==> src/hw/rtl/sgss_pkg.sv <==
// Shared types and codes for the suction gripper store sequencer.
// No dependencies.
package sgss_pkg;

    typedef enum logic [2:0] {
        PH_IDLE        = 3'd0,
        PH_PICKUP      = 3'd1,
        PH_WAIT_ATTACH = 3'd2,
        PH_STORE       = 3'd3,
        PH_DROP        = 3'd4,
        PH_WAIT_DETACH = 3'd5,
        PH_STANDBY     = 3'd6,
        PH_DONE        = 3'd7
    } phase_t;

    localparam logic [1:0] FUNC_TICK  = 2'd0;
    localparam logic [1:0] FUNC_STORE = 2'd1;
    localparam logic [1:0] FUNC_DROP  = 2'd2;

    localparam logic [2:0] POSE_NONE    = 3'd0;
    localparam logic [2:0] POSE_PICKUP  = 3'd1;
    localparam logic [2:0] POSE_STORE   = 3'd2;
    localparam logic [2:0] POSE_DROP    = 3'd3;
    localparam logic [2:0] POSE_STANDBY = 3'd4;

    localparam logic [2:0] RC_NONE        = 3'd0;
    localparam logic [2:0] RC_BUSY        = 3'd1;
    localparam logic [2:0] RC_NOT_READY   = 3'd2;
    localparam logic [2:0] RC_HOLDING     = 3'd3;
    localparam logic [2:0] RC_MISSING     = 3'd4;
    localparam logic [2:0] RC_PLAN_FAILED = 3'd5;

    localparam logic [1:0] CFG_ACTION_ENABLE = 2'd0;
    localparam logic [1:0] CFG_ATTACH_DELAY  = 2'd1;
    localparam logic [1:0] CFG_DETACH_DELAY  = 2'd2;

    localparam logic        ACTION_ENABLE_RST = 1'b1;
    localparam logic [15:0] ATTACH_DELAY_RST  = 16'd200;
    localparam logic [15:0] DETACH_DELAY_RST  = 16'd200;

    typedef struct packed {
        logic        action_enable;
        logic [15:0] attach_delay_ms;
        logic [15:0] detach_delay_ms;
    } cfg_t;

    typedef struct packed {
        logic [1:0]  func;
        logic [31:0] now_ms;
        logic        arm_ready;
        logic        arm_done;
        logic        plan_ok;
        logic        can_detect;
        logic        object_sensed;
    } item_t;

    typedef struct packed {
        phase_t      phase;
        logic        failed;
        logic        holding;
        logic [31:0] wait_start_ms;
        logic        pump_on;
    } state_t;

    typedef struct packed {
        logic [2:0] phase_code;
        logic       failed_flag;
        logic       suction_on;
        logic [2:0] pose_request;
        logic       arm_stop;
        logic [2:0] report_code;
        logic       holding_assumed;
        logic       running;
    } result_t;

endpackage

==> src/hw/rtl/suction_gripper_store_sequencer_top.sv <==
// Suction gripper store sequencer, top level.
// Each item passes through an input register, then the result register.
// 1 item per cycle while the output is not stalled; state is updated as an item moves into the result register.
// Reset (rst_n low, async): phase idle, flags and pump clear, wait start 0,
// action_enable 1, both delays 200 ms, pipeline empty.
// Depends on sgss_pkg and sgss_step.
module suction_gripper_store_sequencer_top
(
    input  logic        clk,
    input  logic        rst_n,

    input  logic        cfg_write_en,
    input  logic [1:0]  cfg_index,
    input  logic [15:0] cfg_data,

    input  logic        in_valid,
    output logic        in_stall,
    input  logic [1:0]  func,
    input  logic [31:0] now_ms,
    input  logic        arm_ready,
    input  logic        arm_done,
    input  logic        plan_ok,
    input  logic        can_detect,
    input  logic        object_sensed,

    output logic        out_valid,
    input  logic        out_stall,
    output logic [2:0]  phase_code,
    output logic        failed_flag,
    output logic        suction_on,
    output logic [2:0]  pose_request,
    output logic        arm_stop,
    output logic [2:0]  report_code,
    output logic        holding_assumed,
    output logic        running
);

    sgss_pkg::cfg_t    cfg_reg;
    sgss_pkg::cfg_t    cfg_next;
    sgss_pkg::state_t  state_reg;
    sgss_pkg::state_t  state_next;
    sgss_pkg::item_t   item_reg;
    sgss_pkg::result_t res_reg;
    sgss_pkg::result_t step_res;
    logic              in_valid_reg;
    logic              in_valid_next;
    logic              out_valid_reg;
    logic              out_valid_next;
    logic              advance;
    logic              in_take;

    // config writes
    always_comb
    begin
        cfg_next = cfg_reg;
        if (cfg_write_en)
        begin
            case (cfg_index)
                sgss_pkg::CFG_ACTION_ENABLE: cfg_next.action_enable   = cfg_data[0];
                sgss_pkg::CFG_ATTACH_DELAY:  cfg_next.attach_delay_ms = cfg_data;
                sgss_pkg::CFG_DETACH_DELAY:  cfg_next.detach_delay_ms = cfg_data;
                default:
                begin
                end
            endcase
        end
    end

    assign advance  = in_valid_reg && (!out_valid_reg || !out_stall);
    assign in_stall = in_valid_reg && !advance;
    assign in_take  = in_valid && !in_stall;

    always_comb
    begin
        in_valid_next = in_valid_reg;
        if (in_take)
        begin
            in_valid_next = 1'b1;
        end
        else if (advance)
        begin
            in_valid_next = 1'b0;
        end
        out_valid_next = out_valid_reg;
        if (advance)
        begin
            out_valid_next = 1'b1;
        end
        else if (!out_stall)
        begin
            out_valid_next = 1'b0;
        end
    end

    sgss_step u_step
    (
        .st      (state_reg),
        .item    (item_reg),
        .cfg     (cfg_reg),
        .st_next (state_next),
        .res     (step_res)
    );

    always_ff @(posedge clk or negedge rst_n)
    begin
        if (!rst_n)
        begin
            cfg_reg.action_enable   <= sgss_pkg::ACTION_ENABLE_RST;
            cfg_reg.attach_delay_ms <= sgss_pkg::ATTACH_DELAY_RST;
            cfg_reg.detach_delay_ms <= sgss_pkg::DETACH_DELAY_RST;
            state_reg.phase         <= sgss_pkg::PH_IDLE;
            state_reg.failed        <= 1'b0;
            state_reg.holding       <= 1'b0;
            state_reg.wait_start_ms <= 32'd0;
            state_reg.pump_on       <= 1'b0;
            in_valid_reg            <= 1'b0;
            out_valid_reg           <= 1'b0;
        end
        else
        begin
            cfg_reg       <= cfg_next;
            in_valid_reg  <= in_valid_next;
            out_valid_reg <= out_valid_next;
            if (advance)
            begin
                state_reg <= state_next;
            end
        end
    end

    always_ff @(posedge clk)
    begin
        if (in_take)
        begin
            item_reg.func          <= func;
            item_reg.now_ms        <= now_ms;
            item_reg.arm_ready     <= arm_ready;
            item_reg.arm_done      <= arm_done;
            item_reg.plan_ok       <= plan_ok;
            item_reg.can_detect    <= can_detect;
            item_reg.object_sensed <= object_sensed;
        end
        if (advance)
        begin
            res_reg <= step_res;
        end
    end

    assign out_valid       = out_valid_reg;
    assign phase_code      = res_reg.phase_code;
    assign failed_flag     = res_reg.failed_flag;
    assign suction_on      = res_reg.suction_on;
    assign pose_request    = res_reg.pose_request;
    assign arm_stop        = res_reg.arm_stop;
    assign report_code     = res_reg.report_code;
    assign holding_assumed = res_reg.holding_assumed;
    assign running         = res_reg.running;

endmodule

==> src/hw/rtl/sgss_step.sv <==
// Next-state and result logic for one item of the gripper sequencer.
// Depends on sgss_pkg.
module sgss_step
(
    input  sgss_pkg::state_t  st,
    input  sgss_pkg::item_t   item,
    input  sgss_pkg::cfg_t    cfg,
    output sgss_pkg::state_t  st_next,
    output sgss_pkg::result_t res
);

    logic        running_now;
    logic        held;
    logic [31:0] elapsed;
    logic        attach_ok;
    logic        detach_ok;
    logic [2:0]  pose;
    logic        stop;
    logic [2:0]  code;

    assign running_now = (st.phase != sgss_pkg::PH_IDLE) && (st.phase != sgss_pkg::PH_DONE);
    assign held        = item.can_detect ? item.object_sensed : st.holding;
    assign elapsed     = item.now_ms - st.wait_start_ms;
    assign attach_ok   = item.can_detect ? item.object_sensed
                                         : (elapsed >= {16'd0, cfg.attach_delay_ms});
    assign detach_ok   = item.can_detect ? !item.object_sensed
                                         : (elapsed >= {16'd0, cfg.detach_delay_ms});

    always_comb
    begin
        st_next = st;
        pose    = sgss_pkg::POSE_NONE;
        stop    = 1'b0;
        code    = sgss_pkg::RC_NONE;
        case (item.func)
            sgss_pkg::FUNC_TICK:
            begin
                case (st.phase)
                    sgss_pkg::PH_PICKUP:
                    begin
                        if (item.arm_done)
                        begin
                            st_next.wait_start_ms = item.now_ms;
                            st_next.phase         = sgss_pkg::PH_WAIT_ATTACH;
                        end
                    end
                    sgss_pkg::PH_WAIT_ATTACH:
                    begin
                        if (attach_ok)
                        begin
                            st_next.holding = 1'b1;
                            pose            = sgss_pkg::POSE_STORE;
                            if (item.plan_ok)
                            begin
                                st_next.phase = sgss_pkg::PH_STORE;
                            end
                            else
                            begin
                                stop           = 1'b1;
                                code           = sgss_pkg::RC_PLAN_FAILED;
                                st_next.phase  = sgss_pkg::PH_DONE;
                                st_next.failed = 1'b1;
                            end
                        end
                    end
                    sgss_pkg::PH_STORE,
                    sgss_pkg::PH_STANDBY:
                    begin
                        if (item.arm_done)
                        begin
                            st_next.phase = sgss_pkg::PH_DONE;
                        end
                    end
                    sgss_pkg::PH_DROP:
                    begin
                        if (item.arm_done)
                        begin
                            st_next.pump_on       = 1'b0;
                            st_next.wait_start_ms = item.now_ms;
                            st_next.phase         = sgss_pkg::PH_WAIT_DETACH;
                        end
                    end
                    sgss_pkg::PH_WAIT_DETACH:
                    begin
                        if (detach_ok)
                        begin
                            st_next.holding = 1'b0;
                            pose            = sgss_pkg::POSE_STANDBY;
                            if (item.plan_ok)
                            begin
                                st_next.phase = sgss_pkg::PH_STANDBY;
                            end
                            else
                            begin
                                stop           = 1'b1;
                                code           = sgss_pkg::RC_PLAN_FAILED;
                                st_next.phase  = sgss_pkg::PH_DONE;
                                st_next.failed = 1'b1;
                            end
                        end
                    end
                    default:
                    begin
                    end
                endcase
            end
            sgss_pkg::FUNC_STORE:
            begin
                if (!cfg.action_enable || running_now || !item.arm_ready)
                begin
                    code = running_now ? sgss_pkg::RC_BUSY : sgss_pkg::RC_NOT_READY;
                end
                else if (held)
                begin
                    code = sgss_pkg::RC_HOLDING;
                end
                else
                begin
                    st_next.failed  = 1'b0;
                    st_next.holding = 1'b0;
                    pose            = sgss_pkg::POSE_PICKUP;
                    if (item.plan_ok)
                    begin
                        st_next.pump_on = 1'b1;
                        st_next.phase   = sgss_pkg::PH_PICKUP;
                    end
                    else
                    begin
                        st_next.pump_on = 1'b0;
                        stop            = 1'b1;
                        code            = sgss_pkg::RC_PLAN_FAILED;
                        st_next.phase   = sgss_pkg::PH_DONE;
                        st_next.failed  = 1'b1;
                    end
                end
            end
            sgss_pkg::FUNC_DROP:
            begin
                if (!cfg.action_enable || running_now || !item.arm_ready)
                begin
                    code = running_now ? sgss_pkg::RC_BUSY : sgss_pkg::RC_NOT_READY;
                end
                else if (!held)
                begin
                    code = sgss_pkg::RC_MISSING;
                end
                else
                begin
                    st_next.failed = 1'b0;
                    pose           = sgss_pkg::POSE_DROP;
                    if (item.plan_ok)
                    begin
                        st_next.phase = sgss_pkg::PH_DROP;
                    end
                    else
                    begin
                        stop           = 1'b1;
                        code           = sgss_pkg::RC_PLAN_FAILED;
                        st_next.phase  = sgss_pkg::PH_DONE;
                        st_next.failed = 1'b1;
                    end
                end
            end
            default:
            begin
            end
        endcase
    end

    always_comb
    begin
        res.phase_code      = st_next.phase;
        res.failed_flag     = st_next.failed;
        res.suction_on      = st_next.pump_on;
        res.pose_request    = pose;
        res.arm_stop        = stop;
        res.report_code     = code;
        res.holding_assumed = st_next.holding;
        res.running         = (st_next.phase != sgss_pkg::PH_IDLE) &&
                              (st_next.phase != sgss_pkg::PH_DONE);
    end

endmodule

==> config.mk <==
export PLATFORM = sky130hd
export DESIGN_NAME = suction_gripper_store_sequencer_top
export DESIGN_NICKNAME = d
export VERILOG_FILES = /design/src/hw/rtl/sgss_pkg.sv /design/src/hw/rtl/suction_gripper_store_sequencer_top.sv /design/src/hw/rtl/sgss_step.sv
export SDC_FILE = /design/constraint.sdc
export NUM_CORES = 1
export LEC_CHECK = 0
export BUFFER_PORTS_ARGS = -buffer_cell sky130_fd_sc_hd__buf_2
export CORE_MARGIN = 4
export CORE_UTILIZATION = 40
export DETAILED_ROUTE_END_ITERATION = 8
export PLACE_DENSITY = 0.59
export RECOVER_POWER = 50
export SYNTH_ARGS = -nofsm -noshare
export SYNTH_HDL_FRONTEND = slang
export SYNTH_SLANG_ARGS = --single-unit
==> constraint.sdc <==
create_clock -name clk -period 7.6 [get_ports clk]
set_input_delay 1.14 -clock clk [delete_from_list [all_inputs] [get_ports clk]]
set_output_delay 1.14 -clock clk [all_outputs]
set_load 0.01 [all_outputs]
Yosys cells after proc, flatten, opt, wreduce, memory -nomap -nowiden
Index checks and enable logic that the tools add are counted.
Storage, ports and cells
  logic and storage cells: 129
  bits of input ports: 62
  register bits after elaboration: 126
Cells by class
  multiplexer cells: 60
  reduce and logical (&&, ||, !) cells: 26
  order comparisons: 2
  add/sub/neg operators: 1
  eq/ne operators: 15
Operators by type and width (number)
  $ge A32 B16 Y1: 2
  $pmux W32 S2: 1
  $mux W3: 15
  $mux W33: 1
  $mux W32: 1
  $sub A32 B32 Y32: 1
  $mux W1: 21
  $mux W5: 4
  $pmux W3 S3: 2
  $pmux W3 S5: 1
  $pmux W3 S2: 2
  $pmux W4 S3: 1
  $eq A3 B3 Y1 const B: 3
  $mux W2: 4
  $mux W4: 2
  $logic_not A1 Y1: 7
  $eq A3 B2 Y1 const B: 2
  $ne A3 B3 Y1 const B: 2
  $pmux W1 S2: 3
  $reduce_and A2 Y1: 3
  $reduce_bool A3 Y1: 2
  $logic_and A1 B1 Y1: 5
  $reduce_and A5 Y1: 1
  $eq A2 B1 Y1 const B: 2
  10 further kinds: 16

Depth between registers and ports, before layout
  word-level depth: 8
  gate-level depth with buffers: 19

Hierarchy
A second synthesis with hierarchy kept.
Unflattened totals
  cell total of the unflattened synthesis: 797
  area total of the unflattened synthesis: 8493.1 µm²
Modules (own cells, without submodules)
  suction_gripper_store_sequencer_top: sequential area each 3427.0 µm², area each 4491.8 µm², cells each 212, instances 1
  sgss_step: sequential area each 0.0 µm², area each 4001.3 µm², cells each 585, instances 1

Worst setup path after synthesis
Ideal clock, no wire load.
  path kind: reg2reg
  start: register item_reg[9] in the netlist's numbering
  end: register res_reg, in the netlist running, data pin
  arrival: 3.679 ns
  cell stages (with the launch flop): 17
  setup slack: 3.664 ns
  required time: 7.342 ns
  setup time: 0.258 ns
  cells stage by stage: edfxtp_1 -> ha_1 -> a21o_1 -> a31o_1 -> o21a_1 -> a31o_2 -> nor2_1 -> xnor2_1 -> ha_1 -> a21o_1 -> a2111oi_0 -> nand2_1 -> o22ai_1 -> or4b_4 -> a21oi_2 -> and2_1 -> mux2i_1
RTL lines
  start: declaration: RTL line suction_gripper_store_sequencer_top.sv:42  | sgss_pkg::item_t item_reg;
  end signal: assignment: RTL line suction_gripper_store_sequencer_top.sv:145  | res_reg <= step_res;
  end: declaration: RTL line suction_gripper_store_sequencer_top.sv:43  | sgss_pkg::result_t res_reg;

==> results.md <==
- Number of primary I/O pins: 78
- Max reg flops: 39
- CTS Buffer Depth: 2
- Switching part of the total: 37.2%
- Cell count of the worst hold path: 2
- Worst IR drop on VDD: 168 µV
- Cells resized by post-CTS repair: 0
- Launch instance of the worst register-to-register path: item_reg[9]
- Post-route minimum period: 4.62 ns
- Via count: 6028
- Starting density of the core: 41.3%
- R2R setup slack: 3.22 ns
- Number of port buffers: 77
- Data arrival at the endpoint of the critical path: 4.16 ns
- Final worst-path setup slack: 2.98 ns
- Flip-flop and latch count after synthesis: 126
- Leak Pwr: 0.00390 µW
- Max-slew headroom at the worst pin: -178%
- Share of layout cells above drive strength 1: 15.8%
- Final Routed Wirelength: 17100 µm
- Setup violations, final: 0
- Post-detailed-route count of antenna-violating nets: 0
- Dominant cell by count in the synthesized netlist: nand2_1
- Capture instance of the worst register-to-register path: running
- Clock sink total: 126
- Area contributors post-synth: dfrtp_1 21%, edfxtp_1 20%, ha_1 10%
- Number of buffers added for setup after CTS: 0
- Synthesis warning total: 0
- Setup repair after global routing missed its margin: false
- DRC viols: 0
- Count of nets after finishing: 1020
- Series of cell instances along the critical path: buf_2 > clkbuf_1
- Pin count of the biggest net entering global routing: 74
- Vias per std cell: 5.17
- Dominant combinational cell family by area after synthesis: compound AO/OA/AOI/OAI gates
- Sequential cell area: 3430 µm²
- Switch Pwr: 1120 µW
- Start point of the critical path: rst_n
- Synthesized netlist cell count: 823
- Max stage delay cell, worst path: clkbuf_1
- Status: finished, violations left
- Endpoint with the worst hold slack: state_reg[20]
- Routed len/inst: 14.7 µm
- Die Width: 148 µm
- Detailed placer's ending HPWL: 12600 µm
- Relative contribution of combinational cells to total power: 42.3%
- Hold crit path type: register to register
- Clock tree from TritonCTS: done
- Via count of the first global-routing pass: 5859
- Fill cell total of the finished layout: 1796
- Share of cell area taken by muxes after synthesis: 5.39%
- Layout Skew: 0.00969 ns
- FP Rows: 50
- Post-Syn Nets: 949
- Synthesized-area fraction occupied by adder cells: 10.5%
- Top cell family by delay on the critical path: buffers and inverters
- Worst-Skew Late Latency: 0.42 ns
- Relative contribution of sequential cells to total power: 31.2%
- Number of buffers added to fix hold violations after cts: 0
- First-pass GRT wire length: 29100 µm
- Avg Synthesized Cell Area: 9.51 µm²
- Crit path max fanout: 73
- Number of H-tree branching levels: 4
- Post-Route Utilization: 47.4%
- Number of DRC markers after the initial detailed-route iteration: 349
- Core box area: 19000 µm²
- Area of the mapped netlist: 7830 µm²
- CP bufs+invs: 2
- Top flip-flop cell by instance count after synthesis: dfrtp_1
- Total CTS buffers: 17
- Worst Tran Pin Value: 4.16 ns
- Worst Setup End Kind: asynchronous set/reset pin
- Fraction of synthesized cell area taken by the top area cell type: 21.1%
- Master cell of the clock root buffer: clkbuf_16
- Clock Power Share: 26.5%
- Cell accounting for the most synthesized area: dfrtp_1
- Number of maximum-capacitance constraint violations: 1
- Source of the worst hold timing path: state_reg[20]
- Post-synth ARST share: 57.9%
- Worst slack after detailed placement: 3.24 ns
- Total power density per cell area: 333 nW/µm²
- Placer Congestion: 0.878
- Clock-pin slew on the worst setup and hold paths: 0.05 ns
- Area overhead of the layout relative to synthesis: 14.9%
- Antenna violations before repair: 0
- Commonest cells post-synth: 111 x nand2_1, 79 x inv_1, 70 x o21ai_0, 66 x dfrtp_1, 63 x ha_1
- Cell internal pwr: 1880 µW
- Worst EP required: 7.14 ns
- CP peak stage delay: 2.91 ns
- Synth Area in Compound Gates: 18.0%
- Number of hold-slack violations in the final timing report: 0
- N_diodes: 0
- Multi-input combinational cell area: 3970 µm²
- Accumulated negative setup slack: 0 ns
- Overall routing resource usage: 16.4%
- Post-Synth Simple-Gate Area: 13.9%
- Cell depth of the worst flop-to-flop path: 16
- Part of the Yosys area used for sequential elements: 43.8%
- Die outline area: 21900 µm²
- Height of the chip: 148 µm
- Max Slew Vio Count: 74
- Number of enable-type register cells in the synthesized netlist: 53
- Worst Setup Start Kind: input port
- Number of library cell types mapped by synthesis: 76
- Xor/xnor share of the synthesized area: 3.02%
- Final period util: 60.8%
- Violated checks: capacitance limit, slew limit
- Critical setup path kind: input port to asynchronous set/reset pin
- Global route overflow: 0
- Number of iterations in the first detailed-routing pass: 5
- Highest attainable clock frequency: 216 MHz
==> through the flow <==
step                power [µW]  instances  hold slack [ns]  instance area, µm²
floorplan                 1920        823            0.450                7830
global placement          2200       1135            0.461                8440
detailed placement        2220       1135            0.470                8440
CTS                       3030       1167            0.482                9020
global route              3260       1167            0.490                8990
finish                    3000       1167            0.475                8990
==> layer usage <==
layer | track usage, % | part of all wire (%)
met1 | 23.5 | 52
met4 | 4.57 | 1.1
met5 | 0 | 0
met3 | 4.11 | 4.0
met2 | 24.6 | 43
==> worst max-delay path by stage <==
| stage | slack [ns] | to | depth (start not counted) |
|---|---|---|---|
| floorplan | 3.66 | running | 16 |
| global placement | 3.30 | failed_flag | 16 |
| detailed placement | 3.24 | running | 16 |
| CTS | 3.21 | running | 16 |
| global route | 2.10 | state_reg[21] | 2 |
| finish | 2.98 | state_reg[11] | 2 |
==> layout by cell type (no fill, tap or decap), types with 4 or more instances in the layout <==
master / synthesis / final
nand2_1: 111 / 111
inv_1: 79 / 79
o21ai_0: 70 / 70
dfrtp_1: 66 / 66
ha_1: 63 / 63
a21oi_1: 60 / 60
buf_2: 2 / 60
edfxtp_1: 53 / 53
nor2_1: 41 / 41
mux2_2: 33 / 32
clkbuf_1: 22 / 20
xnor2_1: 19 / 19
clkbuf_16: 0 / 17
nand3_1: 14 / 14
nor3_1: 12 / 12
a21o_1: 11 / 11
o21a_1: 11 / 11
nand4_1: 11 / 11
nor2b_1: 8 / 8
xor2_1: 8 / 8
nand2b_1: 8 / 8
a31oi_1: 7 / 7
and2_1: 8 / 7
dfstp_2: 7 / 7
and3_1: 5 / 5
o22ai_1: 5 / 5
o31ai_1: 5 / 5
mux2i_1: 5 / 5
clkinvlp_4: 0 / 5
a211oi_1: 4 / 4
o21ai_1: 4 / 4
a22o_1: 4 / 4
==> area by class of cell <==
cell class	count	area share (%)
clock buffers	21	5.12
clock inverters	11	1.29
inverters	81	3.38
multi-input cells	587	44.1
flip-flops and latches	126	38.1
well taps	260	3.62
repair buffers	81	4.34
==> logic make-up after synthesis <==
kind of cell	Yosys count
compound gates	223
xor+xnor	27
fa+ha+maj	65
buf+inv	110
flops	126
mux	38
simple gates	234
==> power by group through the flow <==
stage | Clock [µW] | Combinational (µW) | Sequential, µW
5_1_grt | 845 | 1460 | 952
3_3_place_gp | 0 | 1260 | 944
6_report | 793 | 1270 | 936
4_1_cts | 813 | 1280 | 935
2_1_floorplan | 0 | 1010 | 915
3_5_place_dp | 0 | 1270 | 947
Note: power is estimated with default switching activity, not from simulation.
